**src/hw/rtl/bmpw_pkg.sv**
```systemverilog
// Shared types, constants and the header byte table for the BMP writer.
// No dependencies; every other file in hw/rtl uses it by scoped names.
`default_nettype none

package bmpw_pkg;

   localparam int DIM_W     = 13;
   localparam int SRC_W     = 5;
   localparam int BI_W      = 4;
   localparam int OFF_W     = 27;
   localparam int ROW_W     = 15;
   localparam int PROD_W    = DIM_W + ROW_W;
   localparam int WORD_W    = 32;
   localparam int CNT_W     = 6;
   localparam int HDR_IDX_W = 6;
   localparam int CSR_AW    = 4;

   localparam int DIM_MAX   = (1 << DIM_W) - 1;
   localparam int SRC_MAX   = (1 << SRC_W) - 1;

   localparam int HDR_BYTES  = 54;
   localparam int INFO_BYTES = 40;
   localparam int BMP_WIDE   = 4;
   localparam int BMP_NARROW = 3;

   localparam logic [15:0]       BMP_MAGIC = 16'h4D42;
   localparam logic [WORD_W-1:0] RES_PPM   = 32'd2835;

   localparam logic ACT_START = 1'b0;
   localparam logic ACT_BYTE  = 1'b1;

   typedef enum logic [1:0] {
      REG_WIDTH  = 2'd0,
      REG_HEIGHT = 2'd1,
      REG_SRC    = 2'd2
   } csr_idx_type;

   typedef struct packed {
      logic              is_hdr;
      logic [OFF_W-1:0]  off;
      logic [CNT_W-1:0]  cnt;
      logic [7:0]        val;
      logic [7:0]        fill_val;
      logic [1:0]        fill_n;
      logic              done;
   } job_type;

   typedef struct packed {
      logic [WORD_W-1:0] fsize;
      logic [WORD_W-1:0] dsize;
      logic [DIM_W-1:0]  width;
      logic [DIM_W-1:0]  height;
      logic [7:0]        bpp;
   } hdr_type;

   function automatic logic [7:0] hdr_byte(input logic [HDR_IDX_W-1:0] idx,
                                          input hdr_type h);
      logic [HDR_BYTES*8-1:0] v;
      v = '0;
      v[15:0]    = BMP_MAGIC;
      v[47:16]   = h.fsize;
      v[87:80]   = 8'(HDR_BYTES);
      v[119:112] = 8'(INFO_BYTES);
      v[175:144] = {{(WORD_W-DIM_W){1'b0}}, h.width};
      v[207:176] = {{(WORD_W-DIM_W){1'b0}}, h.height};
      v[223:208] = 16'd1;
      v[239:224] = {8'd0, h.bpp};
      v[303:272] = h.dsize;
      v[335:304] = RES_PPM;
      v[367:336] = RES_PPM;
      return v[{idx, 3'b000} +: 8];
   endfunction

endpackage

`default_nettype wire

```
**src/hw/rtl/bmpw_if.sv**
```systemverilog
// Request and response channel interfaces of the BMP writer.
// Depends on bmpw_pkg for field widths.
`default_nettype none

interface bmpw_req_if;
   logic       valid;
   logic       ready;
   logic       action;
   logic [7:0] pixel_byte;

   modport source(output valid, action, pixel_byte, input ready);
   modport sink(input valid, action, pixel_byte, output ready);
endinterface

interface bmpw_rsp_if;
   logic                       valid;
   logic                       ready;
   logic [bmpw_pkg::OFF_W-1:0] byte_offset;
   logic [7:0]                 byte_value;
   logic                       last_of_run;
   logic                       frame_done;

   modport source(output valid, byte_offset, byte_value, last_of_run, frame_done,
                  input ready);
   modport sink(input valid, byte_offset, byte_value, last_of_run, frame_done,
                output ready);
endinterface

`default_nettype wire

```
**src/hw/rtl/bmpw_emitter.sv**
```systemverilog
// Result sequencer: holds one job (header or pixel run) and emits one file byte
// per cycle into the response register unless stalled. Uses bmpw_pkg and bmpw_rsp_if.
`default_nettype none

module bmpw_emitter (
   input  logic              clock,
   input  logic              reset,
   input  logic              load,
   input  bmpw_pkg::job_type job,
   input  bmpw_pkg::hdr_type hdr,
   output logic              can_load,
   bmpw_rsp_if.source        rsp
);

   bmpw_pkg::job_type job_ff, job_in;
   logic                        rsp_valid_ff, rsp_valid_in;
   logic [bmpw_pkg::OFF_W-1:0]  rsp_off_ff;
   logic [7:0]                  rsp_val_ff;
   logic                        rsp_last_ff, rsp_done_ff;
   logic                        out_free, emit, last_one;
   logic [7:0]                  cur_val;

   always_comb begin
      out_free = !rsp_valid_ff || rsp.ready;
      emit     = (job_ff.cnt != '0) && out_free;
      last_one = job_ff.cnt == bmpw_pkg::CNT_W'(1);
      can_load = (job_ff.cnt == '0) || (last_one && out_free);
      cur_val  = job_ff.is_hdr
               ? bmpw_pkg::hdr_byte(job_ff.off[bmpw_pkg::HDR_IDX_W-1:0], hdr)
               : job_ff.val;

      job_in = job_ff;
      if (load) begin
         job_in = job;
      end else if (emit) begin
         job_in.off = job_ff.off + bmpw_pkg::OFF_W'(1);
         job_in.cnt = job_ff.cnt - bmpw_pkg::CNT_W'(1);
         if (job_ff.fill_n != 2'd0) begin
            job_in.val    = job_ff.fill_val;
            job_in.fill_n = job_ff.fill_n - 2'd1;
         end else begin
            job_in.val = 8'd0;
         end
      end

      rsp_valid_in = emit || (rsp_valid_ff && !rsp.ready);
   end

   always_ff @(posedge clock) begin
      if (reset) begin
         job_ff       <= '0;
         rsp_valid_ff <= 1'b0;
      end else begin
         job_ff       <= job_in;
         rsp_valid_ff <= rsp_valid_in;
      end
   end

   always_ff @(posedge clock) begin
      if (emit) begin
         rsp_off_ff  <= job_ff.off;
         rsp_val_ff  <= cur_val;
         rsp_last_ff <= last_one;
         rsp_done_ff <= last_one && job_ff.done;
      end
   end

   assign rsp.valid       = rsp_valid_ff;
   assign rsp.byte_offset = rsp_off_ff;
   assign rsp.byte_value  = rsp_val_ff;
   assign rsp.last_of_run = rsp_last_ff;
   assign rsp.frame_done  = rsp_done_ff;

endmodule

`default_nettype wire

```
**src/hw/rtl/raw_pixels_to_bmp_writer_top.sv**
```systemverilog
// Top level of the raw pixel stream to BMP file writer: CSRs, frame geometry,
// pixel placement. Uses bmpw_pkg, bmpw_req_if/bmpw_rsp_if and bmpw_emitter.
//
// A start request emits the 54-byte BMP header; each pixel byte request then
// emits its file byte(s) as (offset, value) pairs. Results leave one byte per
// cycle while the response channel is not stalled, through a single response
// register, and a new request is taken in the cycle its predecessor's last
// result moves into that register. A request has 1 result for a plain pixel
// byte, up to 6 for a byte that finishes a short pixel at the end of a row
// (fill copies plus row padding), none for a dropped byte or a byte outside a
// frame, and 54 for a start.
// Geometry registers are sampled at start; writes during a frame apply to the
// next one.
`default_nettype none

module raw_pixels_to_bmp_writer_top #(
   parameter int MAX_WIDTH     = 4096,
   parameter int MAX_HEIGHT    = 4096,
   parameter int MAX_SRC_BYTES = 16
) (
   input  logic                        clock,
   input  logic                        reset,
   bmpw_req_if.sink                    req_chan,
   bmpw_rsp_if.source                  rsp_chan,
   input  logic                        csr_psel,
   input  logic                        csr_penable,
   input  logic                        csr_pwrite,
   input  logic [bmpw_pkg::CSR_AW-1:0] csr_paddr,
   input  logic [31:0]                 csr_pwdata,
   output logic [31:0]                 csr_prdata,
   output logic                        csr_pready
);

   localparam int DW = bmpw_pkg::DIM_W;
   localparam int SW = bmpw_pkg::SRC_W;
   localparam int OW = bmpw_pkg::OFF_W;
   localparam int RW = bmpw_pkg::ROW_W;
   localparam int PW = bmpw_pkg::PROD_W;
   localparam int WW = bmpw_pkg::WORD_W;

   localparam int W_CAP_I = (MAX_WIDTH > bmpw_pkg::DIM_MAX) ? bmpw_pkg::DIM_MAX : MAX_WIDTH;
   localparam int H_CAP_I = (MAX_HEIGHT > bmpw_pkg::DIM_MAX) ? bmpw_pkg::DIM_MAX : MAX_HEIGHT;
   localparam int S_CAP_I = (MAX_SRC_BYTES > bmpw_pkg::SRC_MAX) ? bmpw_pkg::SRC_MAX
                                                                : MAX_SRC_BYTES;
   localparam logic [DW-1:0] W_CAP = DW'(W_CAP_I);
   localparam logic [DW-1:0] H_CAP = DW'(H_CAP_I);
   localparam logic [SW-1:0] S_CAP = SW'(S_CAP_I);

   // CSRs
   logic [DW-1:0] cfg_width_ff, cfg_height_ff;
   logic [SW-1:0] cfg_src_ff;
   logic          csr_wr;

   // latched frame geometry
   logic [DW-1:0] w_lat_ff, ht_lat_ff;
   logic [SW-1:0] s_lat_ff;
   logic          b4_lat_ff;
   logic [RW-1:0] wb_lat_ff, pitch_lat_ff;
   logic [1:0]    pad_lat_ff;
   logic [PW-1:0] mult_ff;
   logic [WW-1:0] dsize_ff, fsize_ff;
   logic [1:0]    init_ff;

   // frame walk state
   logic [OW-1:0]               rb_ff, rb_in;
   logic [DW-1:0]               col_ff, col_in, rows_ff, rows_in;
   logic [bmpw_pkg::BI_W-1:0]   bip_ff, bip_in;
   logic [7:0]                  first_ff, first_in;
   logic                        active_ff, active_in;

   // start-time geometry
   logic [DW-1:0] w_use, h_use;
   logic [SW-1:0] s_use;
   logic          b4_use;
   logic [RW-1:0] wb_use, wb_rnd, pitch_use;

   // per-byte placement
   logic [2:0]    b_lat;
   logic [SW-1:0] bi1;
   logic          main_emit, last_b, src_short, row_end, final_pix, done;
   logic [1:0]    fill_n, pad_n;
   logic [DW-1:0] col1, rows_dec;
   logic [RW-1:0] colb;
   logic [OW-1:0] pix, start_off;
   logic [2:0]    n_res, usable;
   logic [7:0]    fill_val;

   logic req_acc, start_acc, byte_acc, load, can_load;
   bmpw_pkg::job_type job;
   bmpw_pkg::hdr_type hdr;

   // ---------------- CSR port
   assign csr_pready = 1'b1;
   assign csr_wr     = csr_psel && csr_penable && csr_pwrite && csr_pready;

   always_comb begin
      case (csr_paddr[3:2])
         bmpw_pkg::REG_WIDTH:  csr_prdata = {{(32-DW){1'b0}}, cfg_width_ff};
         bmpw_pkg::REG_HEIGHT: csr_prdata = {{(32-DW){1'b0}}, cfg_height_ff};
         bmpw_pkg::REG_SRC:    csr_prdata = {{(32-SW){1'b0}}, cfg_src_ff};
         default:              csr_prdata = 32'd0;
      endcase
   end

   always_ff @(posedge clock) begin
      if (reset) begin
         cfg_width_ff  <= DW'(1);
         cfg_height_ff <= DW'(1);
         cfg_src_ff    <= SW'(bmpw_pkg::BMP_WIDE);
      end else if (csr_wr) begin
         case (csr_paddr[3:2])
            bmpw_pkg::REG_WIDTH:  cfg_width_ff  <= csr_pwdata[DW-1:0];
            bmpw_pkg::REG_HEIGHT: cfg_height_ff <= csr_pwdata[DW-1:0];
            bmpw_pkg::REG_SRC:    cfg_src_ff    <= csr_pwdata[SW-1:0];
            default: ;
         endcase
      end
   end

   // ---------------- geometry at start
   always_comb begin
      w_use = (cfg_width_ff == '0) ? DW'(1) : ((cfg_width_ff > W_CAP) ? W_CAP : cfg_width_ff);
      h_use = (cfg_height_ff == '0) ? DW'(1)
            : ((cfg_height_ff > H_CAP) ? H_CAP : cfg_height_ff);
      s_use = (cfg_src_ff == '0) ? SW'(1) : ((cfg_src_ff > S_CAP) ? S_CAP : cfg_src_ff);
      b4_use = s_use >= SW'(bmpw_pkg::BMP_WIDE);
      wb_use = b4_use ? {w_use, 2'b00} : ({2'b00, w_use} + {1'b0, w_use, 1'b0});
      wb_rnd = wb_use + RW'(3);
      pitch_use = {wb_rnd[RW-1:2], 2'b00};
   end

   assign req_acc   = req_chan.valid && req_chan.ready;
   assign start_acc = req_acc && (req_chan.action == bmpw_pkg::ACT_START);
   assign byte_acc  = req_acc && (req_chan.action == bmpw_pkg::ACT_BYTE) && active_ff;

   always_ff @(posedge clock) begin
      if (start_acc) begin
         w_lat_ff     <= w_use;
         ht_lat_ff    <= h_use;
         s_lat_ff     <= s_use;
         b4_lat_ff    <= b4_use;
         wb_lat_ff    <= wb_use;
         pitch_lat_ff <= pitch_use;
         pad_lat_ff   <= 2'(pitch_use - wb_use);
      end
      mult_ff  <= {{RW{1'b0}}, ht_lat_ff - DW'(1)} * {{DW{1'b0}}, pitch_lat_ff};
      dsize_ff <= WW'(mult_ff) + WW'(pitch_lat_ff);
      fsize_ff <= WW'(mult_ff) + WW'(pitch_lat_ff) + WW'(bmpw_pkg::HDR_BYTES);
   end

   // ---------------- placement of one source byte
   always_comb begin
      b_lat     = b4_lat_ff ? 3'(bmpw_pkg::BMP_WIDE) : 3'(bmpw_pkg::BMP_NARROW);
      bi1       = {1'b0, bip_ff} + SW'(1);
      main_emit = {1'b0, bip_ff} < {2'b00, b_lat};
      last_b    = bi1 == s_lat_ff;
      src_short = s_lat_ff < {2'b00, b_lat};
      fill_n    = (last_b && src_short) ? 2'(b_lat - s_lat_ff[2:0]) : 2'd0;
      col1      = col_ff + DW'(1);
      row_end   = last_b && (col1 == w_lat_ff);
      pad_n     = row_end ? pad_lat_ff : 2'd0;
      colb      = b4_lat_ff ? {col_ff, 2'b00} : ({2'b00, col_ff} + {1'b0, col_ff, 1'b0});
      pix       = rb_ff + {{(OW-RW){1'b0}}, colb};
      start_off = main_emit ? pix + {{(OW-bmpw_pkg::BI_W){1'b0}}, bip_ff}
                            : rb_ff + {{(OW-RW){1'b0}}, wb_lat_ff};
      n_res     = {2'b00, main_emit} + {1'b0, fill_n} + {1'b0, pad_n};
      final_pix = (rows_ff == DW'(1)) && (col1 == w_lat_ff);
      usable    = src_short ? s_lat_ff[2:0] : b_lat;
      done      = final_pix && (bi1 == {2'b00, usable});
      fill_val  = (bip_ff == '0) ? req_chan.pixel_byte : first_ff;
      rows_dec  = (rows_ff != '0) ? rows_ff - DW'(1) : rows_ff;
   end

   always_comb begin
      rb_in     = rb_ff;
      col_in    = col_ff;
      rows_in   = rows_ff;
      bip_in    = bip_ff;
      first_in  = first_ff;
      active_in = active_ff;
      if (init_ff[1]) begin
         rb_in = OW'(mult_ff) + OW'(bmpw_pkg::HDR_BYTES);
      end
      if (start_acc) begin
         col_in    = '0;
         rows_in   = h_use;
         bip_in    = '0;
         first_in  = 8'd0;
         active_in = 1'b1;
      end else if (byte_acc) begin
         if (bip_ff == '0) begin
            first_in = req_chan.pixel_byte;
         end
         if (last_b) begin
            bip_in = '0;
            if (row_end) begin
               col_in    = '0;
               rb_in     = rb_ff - {{(OW-RW){1'b0}}, pitch_lat_ff};
               rows_in   = rows_dec;
               active_in = rows_dec != '0;
            end else begin
               col_in = col1;
            end
         end else begin
            bip_in = bi1[bmpw_pkg::BI_W-1:0];
         end
      end
   end

   always_ff @(posedge clock) begin
      if (reset) begin
         rb_ff     <= '0;
         col_ff    <= '0;
         rows_ff   <= '0;
         bip_ff    <= '0;
         first_ff  <= 8'd0;
         active_ff <= 1'b0;
         init_ff   <= 2'b00;
      end else begin
         rb_ff     <= rb_in;
         col_ff    <= col_in;
         rows_ff   <= rows_in;
         bip_ff    <= bip_in;
         first_ff  <= first_in;
         active_ff <= active_in;
         init_ff   <= {init_ff[0], start_acc};
      end
   end

   // ---------------- job to the emitter
   always_comb begin
      load = start_acc || (byte_acc && (n_res != 3'd0));
      if (start_acc) begin
         job.is_hdr   = 1'b1;
         job.off      = '0;
         job.cnt      = bmpw_pkg::CNT_W'(bmpw_pkg::HDR_BYTES);
         job.val      = 8'd0;
         job.fill_val = 8'd0;
         job.fill_n   = 2'd0;
         job.done     = 1'b0;
      end else begin
         job.is_hdr   = 1'b0;
         job.off      = start_off;
         job.cnt      = bmpw_pkg::CNT_W'(n_res);
         job.val      = req_chan.pixel_byte;
         job.fill_val = fill_val;
         job.fill_n   = fill_n;
         job.done     = done;
      end
      hdr.fsize  = fsize_ff;
      hdr.dsize  = dsize_ff;
      hdr.width  = w_lat_ff;
      hdr.height = ht_lat_ff;
      hdr.bpp    = b4_lat_ff ? 8'(bmpw_pkg::BMP_WIDE * 8) : 8'(bmpw_pkg::BMP_NARROW * 8);
   end

   assign req_chan.ready = can_load;

   bmpw_emitter u_emitter (
      .clock    (clock),
      .reset    (reset),
      .load     (load),
      .job      (job),
      .hdr      (hdr),
      .can_load (can_load),
      .rsp      (rsp_chan)
   );

   // ---------------- assertions
   a_active_rows: assert property (@(posedge clock) disable iff (reset)
      active_ff == (rows_ff != '0))
      else $error("frame active flag out of step with row count");

   a_col_range: assert property (@(posedge clock) disable iff (reset)
      active_ff |-> (col_ff < w_lat_ff))
      else $error("pixel column beyond image width");

   a_bip_range: assert property (@(posedge clock) disable iff (reset)
      active_ff |-> ({1'b0, bip_ff} < s_lat_ff))
      else $error("byte position beyond source pixel size");

   a_done_last: assert property (@(posedge clock) disable iff (reset)
      (rsp_chan.valid && rsp_chan.frame_done) |-> rsp_chan.last_of_run)
      else $error("frame done on a result that does not end its request");

endmodule

`default_nettype wire
```
**src/flat_wrapper.sv**
```systemverilog
// flat-port wrapper written by rule: the top's interface ports become plain ports
module raw_pixels_to_bmp_writer_top_flat 
#(
   parameter int MAX_WIDTH     = 4096,
   parameter int MAX_HEIGHT    = 4096,
   parameter int MAX_SRC_BYTES = 16
)
  (clock, reset, csr_psel, csr_penable, csr_pwrite, csr_paddr, csr_pwdata, csr_prdata, csr_pready, req_chan_valid, req_chan_action, req_chan_pixel_byte, req_chan_ready, rsp_chan_valid, rsp_chan_byte_offset, rsp_chan_byte_value, rsp_chan_last_of_run, rsp_chan_frame_done, rsp_chan_ready);
  bmpw_req_if req_chan_i ();
  bmpw_rsp_if rsp_chan_i ();
  input  logic clock;
  input  logic reset;
  input  logic csr_psel;
  input  logic csr_penable;
  input  logic csr_pwrite;
  input  logic [bmpw_pkg::CSR_AW-1:0] csr_paddr;
  input  logic [31:0] csr_pwdata;
  output logic [31:0] csr_prdata;
  output logic csr_pready;
  input wire logic [$bits(req_chan_i.valid)-1:0] req_chan_valid;
  input wire logic [$bits(req_chan_i.action)-1:0] req_chan_action;
  input wire logic [$bits(req_chan_i.pixel_byte)-1:0] req_chan_pixel_byte;
  output wire logic [$bits(req_chan_i.ready)-1:0] req_chan_ready;
  output wire logic [$bits(rsp_chan_i.valid)-1:0] rsp_chan_valid;
  output wire logic [$bits(rsp_chan_i.byte_offset)-1:0] rsp_chan_byte_offset;
  output wire logic [$bits(rsp_chan_i.byte_value)-1:0] rsp_chan_byte_value;
  output wire logic [$bits(rsp_chan_i.last_of_run)-1:0] rsp_chan_last_of_run;
  output wire logic [$bits(rsp_chan_i.frame_done)-1:0] rsp_chan_frame_done;
  input wire logic [$bits(rsp_chan_i.ready)-1:0] rsp_chan_ready;
  assign req_chan_i.valid = req_chan_valid;
  assign req_chan_i.action = req_chan_action;
  assign req_chan_i.pixel_byte = req_chan_pixel_byte;
  assign req_chan_ready = req_chan_i.ready;
  assign rsp_chan_valid = rsp_chan_i.valid;
  assign rsp_chan_byte_offset = rsp_chan_i.byte_offset;
  assign rsp_chan_byte_value = rsp_chan_i.byte_value;
  assign rsp_chan_last_of_run = rsp_chan_i.last_of_run;
  assign rsp_chan_frame_done = rsp_chan_i.frame_done;
  assign rsp_chan_i.ready = rsp_chan_ready;
  raw_pixels_to_bmp_writer_top #(.MAX_WIDTH(MAX_WIDTH), .MAX_HEIGHT(MAX_HEIGHT), .MAX_SRC_BYTES(MAX_SRC_BYTES)) u_core (.clock(clock), .reset(reset), .req_chan(req_chan_i), .rsp_chan(rsp_chan_i), .csr_psel(csr_psel), .csr_penable(csr_penable), .csr_pwrite(csr_pwrite), .csr_paddr(csr_paddr), .csr_pwdata(csr_pwdata), .csr_prdata(csr_prdata), .csr_pready(csr_pready));
endmodule
```
**config.mk**
```make
export PLATFORM = sky130hd
export DESIGN_NAME = raw_pixels_to_bmp_writer_top_flat
export DESIGN_NICKNAME = d
export VERILOG_FILES = /design/src/hw/rtl/bmpw_pkg.sv /design/src/hw/rtl/bmpw_if.sv /design/src/hw/rtl/bmpw_emitter.sv /design/src/hw/rtl/raw_pixels_to_bmp_writer_top.sv /design/src/flat_wrapper.sv
export SDC_FILE = /design/constraint.sdc
export NUM_CORES = 1
export LEC_CHECK = 0
export BUFFER_PORTS_ARGS = -buffer_cell sky130_fd_sc_hd__buf_4
export CORE_AREA = 5 5 316 287
export DETAILED_ROUTE_END_ITERATION = 7
export DIE_AREA = 0 0 321 292
export GPL_TIMING_DRIVEN = 0
export HOLD_SLACK_MARGIN = 0.05
export SKIP_LAST_GASP = 1
export SYNTH_ARGS = -nofsm -noshare
export SYNTH_HDL_FRONTEND = slang
export SYNTH_SLANG_ARGS = --single-unit
```
**constraint.sdc**
```tcl
create_clock -name clock -period 18.49 [get_ports clock]
set_input_delay 1.849 -clock clock [delete_from_list [all_inputs] [get_ports clock]]
set_output_delay 1.849 -clock clock [all_outputs]
set_load 0.05 [all_outputs]
```
**Word level (Yosys, flattened, before mapping)**

Cells that the tools add are included.
W data, S select, Z words.

- Output and inout port bits: 72
- Logic and storage cells: 153
- Bits in registers: 342
- Input bits: 52

- Reduce and logical (&&, ||, !) cells: 44
- Mux-type cells: 40
- Multipliers: 1
- Bitwise logic cells: 1
- Shifts and indexed selects: 1
- Order comparisons: 6
- Equality and inequality tests: 7
- Add/subtract/negate cells: 21

Operators by type and width:

| cell | number |
|---|---|
| $shiftx A432 B10 Y8 | 1 |
| $mux W27 | 6 |
| $mux W13 | 10 |
| $mux W41 | 2 |
| $add A27 B15 Y27 | 2 |
| $mux W53 | 1 |
| $pmux W13 S3 | 1 |
| $add A32 B6 Y32 const B | 1 |
| $add A13 B14 Y15 | 2 |
| $mux W15 | 2 |
| $add A28 B15 Y29 | 1 |
| $add A27 B1 Y27 const B | 1 |
| $add A27 B4 Y27 | 1 |
| $add A27 B6 Y27 const B | 1 |
| $sub A27 B15 Y27 | 1 |
| $gt A13 B13 Y1 const B | 2 |
| $logic_not A13 Y1 | 2 |
| $mul A13 B13 Y26 | 1 |
| $reduce_bool A13 Y1 | 2 |
| $sub A13 B1 Y13 const B | 2 |
| $mux W8 | 3 |
| $add A15 B2 Y15 const B | 1 |
| $logic_and A1 B1 Y1 | 15 |
| $add A13 B1 Y13 const B | 1 |
| 37 further kinds | 59 |

**Logic depth before layout (Yosys ltp)**

Gate-level depths: netlist (run 1).

- Depth after elaboration: 11
- Depth in mapped cells: 28
- Mapped depth without buffers: 25

**Cells and area by module**

Synthesis (run 1) repeated with hierarchy kept, for this count alone.

- Cell total of the unflattened synthesis: 2976
- Area, all modules: 26173.9 um2

By module, submodules not included:

| module | instances | area an instance (um2) | cells each | sequential area each (um2) |
|---|---|---|---|---|
| raw_pixels_to_bmp_writer_top | 1 | 21102.7 | 2446 | 5435.2 |
| bmpw_emitter | 1 | 5071.1 | 530 | 2192.1 |

**Least setup slack after synthesis (run 1)**

No wires, ideal clock.

- Path kind: register to register
- Start: register u_core.ht_lat_ff[4]
- End: register u_core.mult_ff[26]
- Path buffers: 0
- Stages on the path, launching flop included: 24
- Required time: 18367 ps
- Data arrival time: 6524 ps
- Slack: 11842 ps
- Clock period less this slack: 6648 ps
- Library setup time: 123 ps
- Path through: edfxtp_1 -> nor4_1 -> nand2_1 -> or4_1 -> xor2_1 -> nor2_1 -> fa_1 -> inv_1 -> fa_1 -> inv_1 -> fa_1 -> fa_1 -> inv_1 -> fa_1 -> inv_1 -> ha_1 -> a21oi_1 -> o21ai_0 -> or2_2 -> a221oi_1 -> a211oi_1 -> a211oi_1 -> a21oi_1 -> xor2_1

- Word-level cells in the longest chain between the ends: 2

Ends and longest elaborated chain:

| item | RTL line | RTL |
|---|---|---|
| start: declaration | raw_pixels_to_bmp_writer_top.sv:55 | `logic [DW-1:0] w_lat_ff, ht_lat_ff;` |
| start signal: assignment | raw_pixels_to_bmp_writer_top.sv:139 | `ht_lat_ff <= h_use;` |
| $sub A13 B1 Y13 | raw_pixels_to_bmp_writer_top.sv:146 | `mult_ff <= {{RW{1'b0}}, ht_lat_ff - DW'(1)} * {{DW{1'b0}}, pitch_lat_ff};` |
| $mul A13 B13 Y26 | raw_pixels_to_bmp_writer_top.sv:146 |  |
| end signal: assignment | raw_pixels_to_bmp_writer_top.sv:146 |  |
| end: declaration | raw_pixels_to_bmp_writer_top.sv:60 | `logic [PW-1:0] mult_ff;` |

No other way between the ends.
A chain may end at the register's enable or synchronous reset.

**Worst setup path in the final report (run 1)**

- Start: register u_core.ht_lat_ff[0]
- End: register u_core.mult_ff[26]

The elaborated chain is that of the path after synthesis.

==> impl_results.md, run 1 <==
* Status: finished clean
* Initial Utilization at 29.7%
* R2r endpoint: u_core.mult_ff[26]
* Avg Vias per Cell at 5.16
* Fin crit share at 45.9%
* Compound-gate portion of the synthesized area at 15.1%
* Vias in the first global route at 21,000
* Max Cap Violations at 0
* Slowest cell on the critical path: a221oi_1
* Yosys top cell area share at 18.1%
* Longest Clk Path Bufs at 3
* First-pass GRT wire length at 128,000 um
* R2R depth at 25
* I/O Pins at 124
* Die height at 292 um
* Full die area at 93,700 um^2
* Core area at 87,000 um^2
* Yosys reg bits at 332
* Final wirelength at 83,600 um
* Fmax at 0.118 GHz
* Clock sink count at 332
* Place WS at 10.10 ns
* CP max stage delay at 0.72 ns
* Area of the multi-input gates at 16,800 um^2
* Post-Syn Area at 25,800 um^2
* Hold worst-path end: u_core.init_ff[1]
* Final hold vios at 0
* Kind of critical path: register to register
* Area Overhead vs Synth at 13.3%
* TNS Setup at 0 ns
* Antenna-violating nets left at 0
* Number of core rows at 103
* Post-synth EDFFs at 98
* Startpoint types: register
* Post-CTS setup buffers at 0
* Post-synth ARST share at 0%
* Hold Path Class: register to register
* Max-slew violation count at 0
* Final HPWL DP at 66,800 um
* Maximum vdd drop at 0.171 mV
* Initial antenna violation count at 4
* Post-synth top flop: dfxtp_1
* Slew HR at 12.0%
* Largest family of logic cells by synthesized area: simple AND/OR/NAND/NOR gates
* Mean Syn Cell Area at 8.65 um^2
* DR iter-0 viols at 1,999
* Flop-to-flop setup slack at 10.00 ns
* H-tree Lvls at 2
* RePlAce Congestion at 0.939
* Nets@finish at 3,497
* Total GRT Usage at 17.3%
* Register area share after synthesis at 29.5%
* Post-layout minimum cycle time at 8.49 ns
* Ranking of synthesized cells by area: dfxtp_1, edfxtp_1, fa_1
* Reg area at 7630 um^2
* Fillers at 9,155
* Hold Startpoint: u_core.init_ff[0]
* Skew final at 0.0239 ns
* Distinct cell type count after synthesis at 96
* Grt ovf at 0
* Largest area contributor in the netlist: dfxtp_1
* Data arrival, critical path at 8.88 ns
* Crit. End Element: register
* Leakage at 0.0125 uW
* Clock root buffer: clkbuf_16
* Worst r2r src: u_core.ht_lat_ff[0]
* WP data required at 18.88 ns
* Wire per inst at 19.4 um
* RSZ-0062 raised after global routing: false
* Vias at 22,300
* CTS tree: done
* DRT Pass-1 Iters at 5
* CP top delay family: adder cells
* Adder-Cell Fraction of Synth Area at 19.3%
* Post-Synth Simple-Gate Area at 19.5%
* Power per cell area at 168 nW/um^2
* Bufs and invs on worst path at 6
* Largest net degree at the start of global routing at 60
* PostCTS Resize Cnt at 0
* Synth warn at 0
* Actual slew at the worst max-slew pin at 1.32 ns
* Mux share of post-synthesis cell area at 3.12%
* Num CTS Buffers at 37
* Share of layout cells above drive strength 1 at 7.26%
* Final worst slack at 10.00 ns
* Die Wd at 321 um
* CP Max Fanout at 10
* Hold buffers post-CTS at 0
* Synth Area in XOR/XNOR at 7.54%
* Clock Latency Late Sink at 0.55 ns
* Post-Syn Instances at 2,987
* Clock transition at path regs at 0.06 ns
* Hold depth at 1
* # setup viols final at 0
* Drt drc at 0
* Input/output buffers at 80
-- where the power goes --
| part | total (uW) | switching (uW) | internal (uW) | leakage (uW) |
|---|---|---|---|---|
| clock | 780 | 321 | 459 | 0.000610 |
| sequential | 1120 | 143 | 978 | 0.00287 |
| combinational | 3020 | 1920 | 1100 | 0.00898 |
-- per-layer routing --
metal / share of wire, % / global-route usage, % / up-vias
li1: - / - / 10600
met1: 47 / 25.6 / 10700
met2: 42 / 25.5 / 785
met3: 8.6 / 3.73 / 131
met4: 2.6 / 4.32 / 4
met5: 0.031 / 0 / -
-- worst register-to-register path, stage by stage, from the launching register on --
cell and delay, ns:
edfxtp_1 0.50, clkbuf_1 0.31, inv_1 0.26, ha_1 0.27, nand2_1 0.13, or3_1 0.39, xor2_1 0.62, nor2_1 0.14
fa_1 0.56, inv_1 0.06, fa_1 0.52, inv_1 0.08, fa_1 0.47, fa_1 0.49, inv_1 0.05, fa_1 0.53
inv_1 0.04, ha_1 0.35, a21oi_1 0.14, o21ai_0 0.15, or2_2 0.32, a221oi_1 0.72, a211oi_1 0.25, a211oi_1 0.39
a21oi_1 0.14, xor2_1 0.45
-- cells in the mapped netlist, types with 17 or more instances --
master and number:
nor2_1 344, nand2_1 277, inv_1 241, dfxtp_1 234, a21oi_1 196, ha_1 185, fa_1 133, xnor2_1 131
o21ai_0 117, edfxtp_1 98, clkbuf_1 90, xor2_1 87, nand3_1 76, nor3_1 70, mux2i_1 58, nor2b_1 54
a211oi_1 44, nand2b_1 39, and2_1 36, a21o_1 34, and3_1 25, nand4_1 22, buf_4 21, o211ai_1 20
nor4_1 18, a31oi_1 17, or3_1 17
-- metrics by stage --
| stage | total power (uW) | utilization, % | instances | hold slack (ns) | cell area [um^2] |
|---|---|---|---|---|---|
| floorplan | 3200 | - | 3006 | 0.406 | 25900 |
| global placement | 4100 | 32.1 | 4241 | 0.419 | 28000 |
| detailed placement | 4140 | 32.2 | 4243 | 0.424 | 28000 |
| CTS | 4930 | 33.7 | 4310 | 0.438 | 29300 |
| global route | 5360 | 33.7 | 4310 | 0.457 | 29300 |
| finish | 4920 | 33.7 | 4313 | 0.436 | 29300 |
-- sequential cells by signal, summed over array words and instances (netlist names), 8 cells and up --
name,cells
u_core.cfg_height_ff,13
u_core.cfg_width_ff,13
u_core.col_ff,13
u_core.dsize_ff,27
u_core.first_ff,8
u_core.fsize_ff,28
u_core.ht_lat_ff,13
u_core.mult_ff,26
u_core.pitch_lat_ff,13
u_core.rb_ff,27
u_core.rows_ff,13
u_core.u_emitter.job_ff,53
u_core.u_emitter.rsp.byte_offset,27
u_core.u_emitter.rsp.byte_value,8
u_core.w_lat_ff,13
u_core.wb_lat_ff,14
-- cells in the final DEF (no fill, tap or decap), types with 14 or more instances in the layout --
| cell type | Yosys | final |
|---|---|---|
| edfxtp_1 | 98 | 98 |
| o21bai_1 | 16 | 16 |
| inv_1 | 241 | 241 |
| dfxtp_1 | 234 | 234 |
| o211ai_1 | 20 | 20 |
| nor2_1 | 344 | 344 |
| xor2_1 | 87 | 87 |
| a211oi_1 | 44 | 44 |
| nand4_1 | 22 | 22 |
| fa_1 | 133 | 133 |
| clkbuf_1 | 90 | 98 |
| buf_4 | 21 | 101 |
| o21a_1 | 16 | 16 |
| a21oi_1 | 196 | 196 |
| nor4_1 | 18 | 18 |
| nand2_1 | 277 | 277 |
| ha_1 | 185 | 185 |
| conb_1 | 2 | 21 |
| and3_1 | 25 | 25 |
| and2_1 | 36 | 36 |
| a21o_1 | 34 | 34 |
| nand2b_1 | 39 | 39 |
| or3_1 | 17 | 17 |
| a22oi_1 | 14 | 14 |
| a31oi_1 | 17 | 17 |
| nand3_1 | 76 | 76 |
| xnor2_1 | 131 | 131 |
| clkbuf_16 | 0 | 38 |
| o21ai_0 | 117 | 117 |
| mux2i_1 | 58 | 58 |
| nor2b_1 | 54 | 54 |
| nor3_1 | 70 | 70 |
-- worst max path at each step --
stage / start / to / slack, ns / cells past startpoint
floorplan: u_core.ht_lat_ff[4] / u_core.mult_ff[26] / 11.84 / 23
finish: u_core.ht_lat_ff[0] / u_core.mult_ff[26] / 10.00 / 25
CTS: u_core.ht_lat_ff[0] / u_core.mult_ff[26] / 10.04 / 25
detailed placement: u_core.ht_lat_ff[0] / u_core.mult_ff[26] / 10.10 / 25
global route: u_core.ht_lat_ff[0] / u_core.mult_ff[26] / 9.58 / 25
global placement: u_core.ht_lat_ff[0] / u_core.mult_ff[26] / 10.09 / 25
-- cell families (layout without fill, tap and decap cells) --
logic type / after synthesis / in the layout
simple gates: 1054 / 1054
other cells: 2 / 24
compound gates: 607 / 607
buf+inv: 382 / 531
flops: 332 / 332
mux: 72 / 72
xor+xnor: 220 / 220
fa+ha+maj: 318 / 318
-- final cells by class --
class | instances | share of cell area [%]
clock buffer | 49 | 3.46
inverter | 250 | 3.20
multi-input combinational | 2292 | 57.2
clock inverter | 18 | 0.833
timing repair buffer | 82 | 2.24
buffer | 132 | 2.02
tap | 1155 | 4.93
antenna | 3 | 0.0256
sequential | 332 | 26.0
(Power assumes the default switching activity.)
==> inputs of run 2 (changes only) <==
==> constraint.sdc (replaced) <==
create_clock -name clock -period 8 [get_ports clock]
set_input_delay 0.8 -clock clock [delete_from_list [all_inputs] [get_ports clock]]
set_output_delay 0.8 -clock clock [all_outputs]
set_load 0.05 [all_outputs]
==> impl_results.md, run 2 (synthesis results as in run 1) <==
* Status: finished clean
* Initial antenna violation count at 4
* Antenna-violating nets left at 0
* Actual slew at the worst max-slew pin at 1.27 ns
* Max-slew violation count at 0
* Met2 wire length at 35,100 um
* Kind of critical path: register to register
* Max Cap Violations at 0
* CP top delay family: adder cells
* DRT Pass-1 Iters at 6
* Max reg flops at 53
* Hold_ws at 0.437 ns
* Hold buffers post-CTS at 0
* Avg Vias per Cell at 5.17
* # setup viols final at 0
* Reg area at 7630 um^2
* Most used cell, CP: fa_1
* WP data required at 8.44 ns
* Fmax at 0.129 GHz
* CP max stage delay at 0.57 ns
* Final HPWL DP at 66,800 um
* Die Wd at 321 um
* Vias at 22,300
* Total GRT Usage at 17.3%
* Non-filler cells, final at 4,311
* Power per cell area at 391 nW/um^2
* Clock Latency Late Sink at 0.55 ns
* Longest Clk Path Bufs at 3
* Reg with most FFs: u_core.u_emitter.job_ff
* DR iter-0 viols at 2,035
* Finished layout cell area at 29,400 um^2
* Number of core rows at 103
* Wire per inst at 19.4 um
* Largest registers: u_core.u_emitter.job_ff: 53 flops, u_core.fsize_ff: 28 flops
* Most frequent cells in the layout: nor2_1, nand2_1, inv_1
* Nets@finish at 3,497
* Drt drc at 0
* CP Max Fanout at 10
* Num CTS Buffers at 37
* First-pass GRT wire length at 128,000 um
* Crit-path cells: clkbuf_1 > inv_1 > ha_1 > nor3b_1 > xor2_2 > nand2_1 > fa_1 > inv_1 > fa_1 > fa_1 > fa_1 > inv_1 > fa_1 > inv_1 > ha_1 > a21oi_1 > o21ai_0 > or2_2 > a221oi_4 > a211oi_1 > a211oi_1 > a21oi_1 > xor2_2
* Final Total Pwr at 11,500 uW
* Input/output buffers at 80
* Area Overhead vs Synth at 13.8%
* Flop-to-flop setup slack at 0.23 ns
* Slew HR at 15.4%
* H-tree Lvls at 2
* Bufs and invs on worst path at 5
* Largest net degree at the start of global routing at 60
* I/O Pins at 124
* Final wirelength at 83,700 um
* Post-CTS setup buffers at 0
* Leakage at 0.0125 uW
* Fin crit share at 97.1%
* Clock root buffer: clkbuf_16
* Post-layout minimum cycle time at 7.77 ns
* Clock transition at path regs at 0.06 ns
* Startpoint types: register
* Vias in the first global route at 21,000
* Final hold vios at 0
* Area of the multi-input gates at 16,900 um^2
* Maximum vdd drop at 0.405 mV
* RePlAce Congestion at 0.939
* Hold Path Class: register to register
* Top Metal Used: met5
* Die height at 292 um
* Clock sink count at 332
* Skew final at 0.0222 ns
* Crit. End Element: register
* RSZ-0062 raised after global routing: true
* CTS tree: done
* Data arrival, critical path at 8.20 ns
* Post-placement cell area at 28,000 um^2
* Wl on met1 at 39,100 um
* Initial Utilization at 29.7%
* Core area at 87,000 um^2
* Placed Instances at 4,243
* Fillers at 9,139
* Share of layout cells above drive strength 1 at 7.61%
* Grt ovf at 0
* Slowest cell on the critical path: nor3b_1
* Met3 WL at 7250 um
* Full die area at 93,700 um^2
* Most common cell after layout, fill and taps aside: nor2_1
[run 2: stage by stage]
stage                     util [%]  setup TNS [ns]  setup WS [ns]
after floorplan                  -               0           1.35
after CTS                     33.7               0        0.00538
final                         33.8               0          0.233
after global placement        32.1          -0.569         -0.399
after global routing          33.8          -0.157         -0.127
after detailed placement      32.2          -0.550         -0.387
[run 2: final timing paths]
| kind | cells after the start | start | end |
|---|---|---|---|
| max reg2reg | 23 | u_core.ht_lat_ff[0] | u_core.mult_ff[26] |
| max | 23 | u_core.ht_lat_ff[0] | u_core.mult_ff[26] |
| min | 1 | u_core.init_ff[0] | u_core.init_ff[1] |
| min reg2reg | 1 | u_core.init_ff[0] | u_core.init_ff[1] |
[run 2: power breakdown]
part           leakage, uW  internal (uW)  total [uW]  switching, uW
logic              0.00902           2580        7090           4510
registers          0.00287           2260        2590            331
clock network     0.000610           1060        1800            740
[run 2: cell type report]
| cell class | instances | area share, % |
|---|---|---|
| timing repair buffer | 82 | 2.23 |
| buffer | 132 | 2.02 |
| inverter | 250 | 3.19 |
| sequential | 332 | 25.9 |
| multi-input combinational | 2292 | 57.4 |
| tap | 1155 | 4.91 |
| antenna | 1 | 0.00851 |
| clock inverter | 18 | 0.830 |
| clock buffer | 49 | 3.44 |
[run 2: what timing repair did]
item	in CTS	in global routing
gates resized for setup	6	9
setup endpoints to repair	3	3
gates cloned	0	0
[run 2: layer usage]
| layer | GRT usage, % | vias to the layer above |
|---|---|---|
| met5 | 0 | - |
| met3 | 3.73 | 124 |
| li1 | - | 10600 |
| met2 | 25.5 | 767 |
| met1 | 25.6 | 10800 |
| met4 | 4.39 | 4 |
